**config.mk**
```make
export PLATFORM = sky130hd
export DESIGN_NAME = two_axis_deadzone_average_lowpass
export DESIGN_NICKNAME = d
export VERILOG_FILES = /design/src/rtl/tdal_pkg.sv /design/src/rtl/two_axis_deadzone_average_lowpass.sv
export SDC_FILE = /design/constraint.sdc
export NUM_CORES = 1
export LEC_CHECK = 0
export ABC_AREA = 1
export BUFFER_PORTS_ARGS = -buffer_cell sky130_fd_sc_hd__buf_4
export CAP_MARGIN = 15
export CORE_MARGIN = 2
export CORE_UTILIZATION = 45
export CTS_CLUSTER_DIAMETER = 40
export DETAILED_ROUTE_END_ITERATION = 12
export SLEW_MARGIN = 30
export SYNTH_ARGS = -nofsm -noshare
export SYNTH_HDL_FRONTEND = slang
export SYNTH_SLANG_ARGS = --single-unit
```
**constraint.sdc**
```tcl
create_clock -name clk -period 6.4 [get_ports clk]
set_clock_uncertainty 0.2 [all_clocks]
set_input_delay 0.32 -clock clk [delete_from_list [all_inputs] [get_ports clk]]
set_output_delay 0.32 -clock clk [all_outputs]
set_load 0.005 [all_outputs]
```
**src/rtl/tdal_pkg.sv**
```systemverilog
// Shared constants for the two-axis dead zone, moving average and low-pass block.
// Holds sample and register widths, reset values and register address codes.
// No dependencies.
`timescale 1ns / 1ps

package tdal_pkg;

    // Sample and coefficient widths
    localparam int unsigned SAMPLE_W = 12;
    localparam int unsigned ALPHA_W  = 9;
    localparam int unsigned APB_DATA_W = 32;
    localparam int unsigned APB_ADDR_W = 3;

    // Converter midpoint and unity low-pass weight
    localparam logic [SAMPLE_W-1:0] MIDPOINT  = 12'd2048;
    localparam logic [ALPHA_W-1:0]  ALPHA_ONE = 9'd256;

    // Register reset values
    localparam logic [SAMPLE_W-1:0] DEADZONE_RESET = 12'd100;
    localparam logic [ALPHA_W-1:0]  ALPHA_RESET    = 9'd128;

    // Default depth of the averaging window
    localparam int unsigned WINDOW_DEFAULT = 8;

    // Register select codes, taken from address bit 2
    localparam logic REG_DEADZONE = 1'b0;
    localparam logic REG_ALPHA    = 1'b1;

endpackage

```
**src/rtl/two_axis_deadzone_average_lowpass.sv**
```systemverilog
// Top level of the two-axis joystick conditioner: dead band, moving average, low-pass.
// Depends on tdal_pkg for widths, reset values and register codes.
`timescale 1ns / 1ps

// Usage
//   Sample channel: x_sample/y_sample with sample_valid; the block drives sample_stall.
//   A request is taken at a rising edge with sample_valid high and sample_stall low.
//   Result channel: x_smoothed/y_smoothed with result_valid; the receiver drives
//   result_stall. A result stays on the ports unchanged while it is stalled.
//   Configuration: APB-style port, deadzone_half_width at byte 0, smoothing_alpha at
//   byte 4 (only paddr[2] is decoded). Write only while no request is in flight.
// Timing
//   Three register stages: running window sum, mean by reciprocal multiply, and the
//   low-pass multiply-add. A taken request moves from the first stage register through
//   the second into the result register, which drives the ports. Throughput is one
//   request per cycle unless the receiver stalls; the window sum and the low-pass
//   feedback each close through one register; the window is a fixed-oldest-tap shift line.
//   When the receiver stalls, the stages fill up and sample_stall rises once the first
//   stage holds a request that cannot move on; no request is lost or repeated.
// Reset
//   rst_n clears the windows, the running sums, the low-pass history, all valid flags,
//   and loads the register reset values. No clearing pass is needed.
module two_axis_deadzone_average_lowpass #(
    parameter int unsigned WINDOW = tdal_pkg::WINDOW_DEFAULT
) (
    input  logic                               clk,
    input  logic                               rst_n,
    // sample channel
    input  logic                               sample_valid,
    output logic                               sample_stall,
    input  logic [tdal_pkg::SAMPLE_W-1:0]      x_sample,
    input  logic [tdal_pkg::SAMPLE_W-1:0]      y_sample,
    // result channel
    output logic                               result_valid,
    input  logic                               result_stall,
    output logic [tdal_pkg::SAMPLE_W-1:0]      x_smoothed,
    output logic [tdal_pkg::SAMPLE_W-1:0]      y_smoothed,
    // configuration port
    input  logic                               psel,
    input  logic                               penable,
    input  logic                               pwrite,
    input  logic [tdal_pkg::APB_ADDR_W-1:0]    paddr,
    input  logic [tdal_pkg::APB_DATA_W-1:0]    pwdata,
    output logic [tdal_pkg::APB_DATA_W-1:0]    prdata,
    output logic                               pready
);

    localparam int unsigned SW          = tdal_pkg::SAMPLE_W;
    localparam int unsigned AW          = tdal_pkg::ALPHA_W;
    localparam int unsigned LOG_W       = $clog2(WINDOW);
    localparam int unsigned SUM_W       = SW + LOG_W;
    localparam int unsigned PROD_W      = 2 * SUM_W + 1;
    // Exact reciprocal: floor(sum * RECIP >> RECIP_SHIFT) == sum / WINDOW for any sum
    localparam int unsigned RECIP_SHIFT = SUM_W + LOG_W;
    localparam logic [SUM_W:0] RECIP =
        (SUM_W+1)'(((64'd1 << RECIP_SHIFT) + 64'(WINDOW) - 64'd1) / 64'(WINDOW));
    localparam int unsigned LP_W        = AW + SW + 2;
    localparam int unsigned NUM_AXES    = 2;

    // Configuration registers
    logic [SW-1:0]  deadzone_reg;
    logic [AW-1:0]  alpha_reg;

    // Window shift lines and running sums, one per axis
    logic [SW-1:0]    line_reg [NUM_AXES][WINDOW];
    logic [SUM_W-1:0] sum_reg  [NUM_AXES];
    logic [SUM_W-1:0] sum_next [NUM_AXES];

    // Pipeline stages
    logic             s1_valid_reg;
    logic [SUM_W-1:0] s1_sum_reg  [NUM_AXES];
    logic             s2_valid_reg;
    logic [SW-1:0]    s2_mean_reg [NUM_AXES];
    logic [SW-1:0]    s2_mean_next[NUM_AXES];
    logic             s3_valid_reg;
    logic [SW-1:0]    smooth_reg  [NUM_AXES];
    logic [SW-1:0]    smooth_next [NUM_AXES];

    logic [SW-1:0]    sample_in   [NUM_AXES];
    logic [SW-1:0]    banded      [NUM_AXES];
    logic [AW-1:0]    alpha_eff;

    logic sample_take;
    logic s3_ready;
    logic s2_ready;
    logic s1_ready;
    logic s2_load;
    logic s3_load;
    logic cfg_write;

    assign sample_in[0] = x_sample;
    assign sample_in[1] = y_sample;

    // Handshake: each stage moves when the one after it has room
    assign s3_ready     = !s3_valid_reg || !result_stall;
    assign s3_load      = s2_valid_reg && s3_ready;
    assign s2_ready     = !s2_valid_reg || s3_ready;
    assign s2_load      = s1_valid_reg && s2_ready;
    assign s1_ready     = !s1_valid_reg || s2_ready;
    assign sample_stall = !s1_ready;
    assign sample_take  = sample_valid && s1_ready;

    // Dead band and running sum update
    always_comb
    begin
        logic [SW:0] upper;
        logic [SW:0] sum_st;
        for (int i = 0; i < NUM_AXES; i++)
        begin
            // 2048 - t < s  is  s + t > 2048;  s < 2048 + t
            sum_st = {1'b0, sample_in[i]} + {1'b0, deadzone_reg};
            upper  = {1'b0, tdal_pkg::MIDPOINT} + {1'b0, deadzone_reg};
            if ((sum_st > {1'b0, tdal_pkg::MIDPOINT}) && ({1'b0, sample_in[i]} < upper))
                banded[i] = tdal_pkg::MIDPOINT;
            else
                banded[i] = sample_in[i];
            sum_next[i] = sum_reg[i] + SUM_W'(banded[i]) - SUM_W'(line_reg[i][WINDOW-1]);
        end
    end

    // Mean by multiplying with the exact reciprocal of the window depth
    always_comb
    begin
        logic [PROD_W-1:0] quot_prod;
        for (int i = 0; i < NUM_AXES; i++)
        begin
            quot_prod       = PROD_W'(s1_sum_reg[i]) * PROD_W'(RECIP);
            s2_mean_next[i] = quot_prod[RECIP_SHIFT +: SW];
        end
    end

    // Low-pass: last + alpha * (mean - last), weight clamped to one
    assign alpha_eff = (alpha_reg > tdal_pkg::ALPHA_ONE) ? tdal_pkg::ALPHA_ONE : alpha_reg;

    always_comb
    begin
        logic signed [SW:0]     diff;
        logic signed [LP_W-1:0] lp_prod;
        logic signed [LP_W-1:0] lp_acc;
        for (int i = 0; i < NUM_AXES; i++)
        begin
            diff    = $signed({1'b0, s2_mean_reg[i]}) - $signed({1'b0, smooth_reg[i]});
            lp_prod = LP_W'($signed({1'b0, alpha_eff})) * LP_W'(diff);
            lp_acc  = $signed({{(LP_W-SW-8){1'b0}}, smooth_reg[i], 8'b0}) + lp_prod;
            smooth_next[i] = lp_acc[8 +: SW];
        end
    end

    // Advance window lines and running sums on each taken request
    always_ff @(posedge clk or negedge rst_n)
    begin
        if (!rst_n)
        begin
            for (int i = 0; i < NUM_AXES; i++)
            begin
                sum_reg[i] <= '0;
                for (int k = 0; k < WINDOW; k++)
                    line_reg[i][k] <= '0;
            end
        end
        else if (sample_take)
        begin
            for (int i = 0; i < NUM_AXES; i++)
            begin
                sum_reg[i]     <= sum_next[i];
                line_reg[i][0] <= banded[i];
                for (int k = 1; k < WINDOW; k++)
                    line_reg[i][k] <= line_reg[i][k-1];
            end
        end
    end

    // Stage valid flags
    always_ff @(posedge clk or negedge rst_n)
    begin
        if (!rst_n)
        begin
            s1_valid_reg <= 1'b0;
            s2_valid_reg <= 1'b0;
            s3_valid_reg <= 1'b0;
        end
        else
        begin
            if (s1_ready)
                s1_valid_reg <= sample_valid;
            if (s2_ready)
                s2_valid_reg <= s1_valid_reg;
            if (s3_ready)
                s3_valid_reg <= s2_valid_reg;
        end
    end

    // Stage payloads
    always_ff @(posedge clk)
    begin
        for (int i = 0; i < NUM_AXES; i++)
        begin
            if (sample_take)
                s1_sum_reg[i] <= sum_next[i];
            if (s2_load)
                s2_mean_reg[i] <= s2_mean_next[i];
        end
    end

    // Result register doubles as the low-pass history
    always_ff @(posedge clk or negedge rst_n)
    begin
        if (!rst_n)
        begin
            for (int i = 0; i < NUM_AXES; i++)
                smooth_reg[i] <= '0;
        end
        else if (s3_load)
        begin
            for (int i = 0; i < NUM_AXES; i++)
                smooth_reg[i] <= smooth_next[i];
        end
    end

    assign result_valid = s3_valid_reg;
    assign x_smoothed   = smooth_reg[0];
    assign y_smoothed   = smooth_reg[1];

    // Configuration writes
    assign pready    = 1'b1;
    assign cfg_write = psel && penable && pwrite && pready;

    always_ff @(posedge clk or negedge rst_n)
    begin
        if (!rst_n)
        begin
            deadzone_reg <= tdal_pkg::DEADZONE_RESET;
            alpha_reg    <= tdal_pkg::ALPHA_RESET;
        end
        else if (cfg_write)
        begin
            unique case (paddr[2])
                tdal_pkg::REG_DEADZONE: deadzone_reg <= pwdata[SW-1:0];
                tdal_pkg::REG_ALPHA:    alpha_reg    <= pwdata[AW-1:0];
                default:                deadzone_reg <= deadzone_reg;
            endcase
        end
    end

    // Register readback
    always_comb
    begin
        unique case (paddr[2])
            tdal_pkg::REG_DEADZONE: prdata = {(tdal_pkg::APB_DATA_W-SW)'(0), deadzone_reg};
            tdal_pkg::REG_ALPHA:    prdata = {(tdal_pkg::APB_DATA_W-AW)'(0), alpha_reg};
            default:                prdata = '0;
        endcase
    end

    // Stall only when the first stage is full and cannot drain
    a_stall_needs_full: assert property (@(posedge clk) disable iff (!rst_n)
        sample_stall |-> (s1_valid_reg && s2_valid_reg && s3_valid_reg && result_stall))
        else $error("sample_stall raised while the pipeline had room");

    // A taken request occupies the first stage on the next cycle
    a_take_fills_s1: assert property (@(posedge clk) disable iff (!rst_n)
        sample_take |=> s1_valid_reg)
        else $error("taken request missing from first stage");

    // A delivered result with nothing behind it leaves the output empty
    a_drain_empties: assert property (@(posedge clk) disable iff (!rst_n)
        (result_valid && !result_stall && !s2_valid_reg) |=> !result_valid)
        else $error("result repeated after delivery");

    // A stalled result keeps the low-pass history unchanged
    a_history_holds: assert property (@(posedge clk) disable iff (!rst_n)
        (result_valid && result_stall) |=> ($stable(smooth_reg[0]) && $stable(smooth_reg[1])))
        else $error("low-pass history moved under stall");

endmodule
```
# == After elaboration in Yosys (flattened, before gate mapping) ==
# Memory sizes are Yosys's and may differ from the RTL's.
# Cells that the tools add are included.
# Widths: inputs -> output; s select.
# totals
ff_bits,270
ramBits,54
in_bits,66
out_inout_bits,59
wordCells,71
mem_count,2
# op_classes
addsub,11
n_mul,2
n_lt_le_gt_ge,5
mux,8
bitwise_logic,1
n_reduce_logical,17
# memory_table
name,words,width,read_ports,rd_ports_with_merged_regs,wr,line,rtl
s1_sum_reg,2,15,2,0,2,two_axis_deadzone_average_lowpass.sv:71,logic [SUM_W-1:0] s1_sum_reg [NUM_AXES];
s2_mean_reg,2,12,2,0,2,two_axis_deadzone_average_lowpass.sv:73,logic [SW-1:0] s2_mean_reg [NUM_AXES];
# op_table
operator,n
$pmux 32 s2,1
$add 20x20->20,2
$mul 10x13->20,2
$add 15x12->15,2
$sub 15x12->15,2
$add 12x12->13,2
$gt 13x12->1 const B,2
$lt 12x13->1,2
$sub 12x12->13,2
$mux 12,2
$add 12x12->13 const A,1
$gt 9x9->1 const B,1
$mux 9,1
$logic_and 1x1->1,7
$logic_not 1->1,5
$mux 1,4
$reduce_and 2->1,2
$logic_or 1x1->1,3
$not 1->1,1

# == Longest topological paths before layout ==
# logic_depth
depth_word,7
depth_mapped,34
ltp_nobuf,34

# == Worst setup path before layout ==
# Ideal clock, no wire load.
# synth_path
path_type,reg2reg
start,"reg smooth_reg, in the netlist y_smoothed[0]"
end,"reg smooth_reg, in the netlist y_smoothed[6]"
setup_time_ns,0.131
arrival_time_ns,5.817
required_time_ns,6.069
setup_slack_ns,0.252
stages_incl_launch_ff,30
path_buffers,0
period_less_slack_ns,6.148
path_cell_list,dfrtp_1 ha_1 inv_1 fa_1 inv_1 o21ai_1 a31o_2 xor2_1 nand2_1 fa_1 inv_1 fa_1 inv_1 fa_1 inv_1 fa_1 inv_1 fa_1 inv_1 ha_1 inv_1 o21bai_1 a31oi_1 nand2_1 nand2_1 nand2_1 a21o_1 or2_2 nand3_1 o21ai_0
# synth_between
elab_chain_cells,3
# synth_lines
element,line,rtl
"start, declared",two_axis_deadzone_average_lowpass.sv:76,logic [SW-1:0] smooth_reg [NUM_AXES];
"start signal, assigned by index",two_axis_deadzone_average_lowpass.sv:216,smooth_reg[i] <= smooth_next[i];
$sub 12x12->13,two_axis_deadzone_average_lowpass.sv:142,"diff = $signed({1'b0, s2_mean_reg[i]}) - $signed({1'b0, smooth_reg[i]});"
$mul 10x13->20,two_axis_deadzone_average_lowpass.sv:143,"lp_prod = LP_W'($signed({1'b0, alpha_eff})) * LP_W'(diff);"
$add 20x20->20 (*),two_axis_deadzone_average_lowpass.sv:144,"lp_acc = $signed({{(LP_W-SW-8){1'b0}}, smooth_reg[i], 8'b0}) + lp_prod;"
# Every way passes the cells marked *; elsewhere a longest branch is shown, timed or not.
# A chain may end at the register's enable or synchronous reset.

# == Worst setup path in the final report ==
# layout_path
start,"reg smooth_reg, in the netlist x_smoothed[0]"
end,"reg smooth_reg, in the netlist x_smoothed[10]"
# Same word-level chain as after synthesis.

==> flow_summary.toml <==
[run_status]
outcome = "finished clean"

[yosys]
synth_ff_type = "dfrtp_1"
synth_top_area_share_pct = 26.30
synthMuxAreaShare_pct = 0
synth_top_area_cell = "dfrtp_1"
syn_avg_cell_area_um2 = 8.199
synth_top_family_by_area = "adder cells"
synth_edf_count = 48
synth_common_cells = "nand2_1, inv_1, dfrtp_1, fa_1, ha_1"
synth.most_common_cell = "nand2_1"
synthTopCellsByArea = "dfrtp_1, fa_1, nand2_1"
synthCells = 3087
yosys.area_share.simple_pct = 20.50
synth_cell_types = 50
async_reset_ff_share_pct = 84.91
synth_fa_ha_area_share_pct = 27.46
synth-compound-area-share_pct = 6.569
synth_area_um2 = 25310
yosysSeqAreaShare_pct = 32.41
ys_ff_latch = 318
yosysWarnings = 0
synth-xor-area-share_pct = 2.486

[timing]
rsz0062_at_grt = "yes"
hold_violations = 0
drv_slew = 0
timing.final.crit_share_pct = 97.72
max_slew_margin_pct = 38.41
max_freq_mhz = 159.9
finalSetupViolCount = 0
worst_pin_slew_ns = 0.9239
timing.final.crit_period_ns = 6.254

[route]
drtAntennaViolNets = 0
drc_errors = 0
vias = 20274
wirelength_um = 65490
wl_per_cell_um = 15.93
drtIter0Drc = 1298
dr.pass1.iters = 5
vias_per_cell = 4.930

[layout]
fin_cells = 4112
largest_register_ffs = 192
layout.nets = 3800
multi_input_area_um2 = 15180
drive_gt1_share_pct = 14.21
synthToLayoutAreaGrowth_pct = 21.20
fill_cells = 5179
fin_util_pct = 55.47
seq_area_um2 = 8203
insertedDiodeCount = 0

[clocking]
cts_tree = "built"
path_clk_slew_ns = 0.05
clock_path_buffers = 3
clock-sinks = 318
cts_root_buf = "clkbuf_16"
cts_made_buffers = 59
clkLatencyLatePin_ns = 0.65
h-tree-depth = 2

[placed_design]
io_buffers = 81
hpwl_um = 48720
dp.cells = 3945
gp_congestion = 0.9065

[floorplan]
pin_count = 125
die_y_um = 241.2
die_w_um = 241.2
start_util_pct = 45.77
std_cell_rows = 86
die_area_um2 = 58160
core-area_um2 = 55310

[setup_path]
crit_family = "adder cells"
max_stage_delay_ns = 0.53
cp_max_fo = 5
cp-startpoint = "x_smoothed[0]$_DFFE_PN0P_"
cp_common_cell = "fa_1"
cp_data_required_time_ns = 6.67
cp_slowest_cell = "fa_1"
critical_path_arrival_ns = 6.53
critPathBufInv = 6
end_kind = "flop"
cp-start-kind = "flop"
r2r_start = "x_smoothed[0]$_DFFE_PN0P_"
crit_type = "reg2reg"

[worst_hold_path]
min_path_type = "in2reg"
hold_path.startpoint = "x_sample[11]"

[grt]
grt_pass1_wl_um = 106100
antenna_found_initial = 0
grt_pass1_vias = 20655
grtUsageTotal_pct = 23.20
grt_max_degree = 266
gr-total-overflow = 0

[flow_run]
maxCapViolCount = 0
## metal layers
layer  share of wire [%]  up-vias  GRT usage (%)
met5                   0        -              0
met4                 3.2        0          7.538
met3                 4.0      117          3.225
met2                  49      386          39.89
met1                  44     9878          30.22
li1                    -     9893              -
## layout by cell type, fill, tap and decap left out, types with 14 or more instances in the layout
cell type / instances
nand2_1: 918
inv_1: 548
dfrtp_1: 266
fa_1: 220
buf_4: 203
ha_1: 168
nor2_1: 164
o21ai_0: 139
nand3_1: 107
a21oi_1: 68
clkbuf_16: 59
edfxtp_1: 48
xor2_1: 43
dlygate4sd3_1: 38
nand2_2: 26
nand4_1: 25
inv_2: 22
xnor2_1: 21
ha_4: 21
conb_1: 21
a21oi_2: 18
nor3_1: 18
inv_6: 15
o21ai_1: 14
## metrics by stage
step | cell area [um2] | setup slack [ns] | TNS [ns] | hold WS [ns]
2_1_floorplan | 25380 | 0.2522 | 0 | -0.1756
3_3_place_gp | 27280 | -0.1463 | -0.4852 | 0.2030
3_5_place_dp | 27280 | -0.1148 | -0.6926 | 0.2045
4_1_cts | 29940 | 0.001159 | 0 | 0.05816
5_1_grt | 30680 | -0.1109 | -0.9205 | 0.05141
6_report | 30680 | 0.1462 | 0 | 0.04494
## repair_timing
item,CTS,global route
gates cloned,0,0
gates resized for setup,27,135
pin swaps,10,68
endpoints found under the setup margin,16,21
setup buffers,1,16
hold endpoints to repair,151,0
hold buffers,38,0
## worst register-to-register path: cells and delay by family (launching register included)
family,cells,cell delay [ns]
DFF,1,0.40
and+or+nand+nor,8,0.63
buffers and inverters,6,0.49
AOI/OAI and AO/OA,6,0.87
xor gates and xnor gates,1,0.17
adders and majority gates,8,3.37
## final cells by class
cell class / count / share of cell area, %
multi-input cells: 2112 / 49.50
clock buffers: 64 / 4.972
clock inverters: 47 / 2.092
repair buffers: 248 / 6.587
flip-flops and latches: 318 / 26.74
inverters: 575 / 7.064
well taps: 748 / 3.051
## cell families (layout without fill, tap and decap cells)
family,count (synthesis),after routing
flip-flops,318,318
buffers and inverters,676,934
AND/OR/NAND/NOR,1297,1297
XOR/XNOR,71,71
AO/OA/AOI/OAI,303,303
other,2,21
adder cells (fa/ha/maj),420,420
## worst paths after layout
kind / to / slack, ns / cells past startpoint
setup / recovery: x_smoothed[10]$_DFFE_PN0P_ / 0.15 / 29
hold / removal: line_reg[191]$_DFFE_PN0P_ / 0.04 / 5
setup reg to reg: x_smoothed[10]$_DFFE_PN0P_ / 0.15 / 29
hold reg to reg: s2_mean_reg[0][20]$_DFFE_PP_ / 0.21 / 0
max in group asynchronous: line_reg[41]$_DFFE_PN0P_ / 4.41 / 3
min in group asynchronous: line_reg[93]$_DFFE_PN0P_ / 0.10 / 2
Power is left out: the tool's default activity adds up to more than one toggle a clock period on the data nets, which glitch-free logic cannot reach.
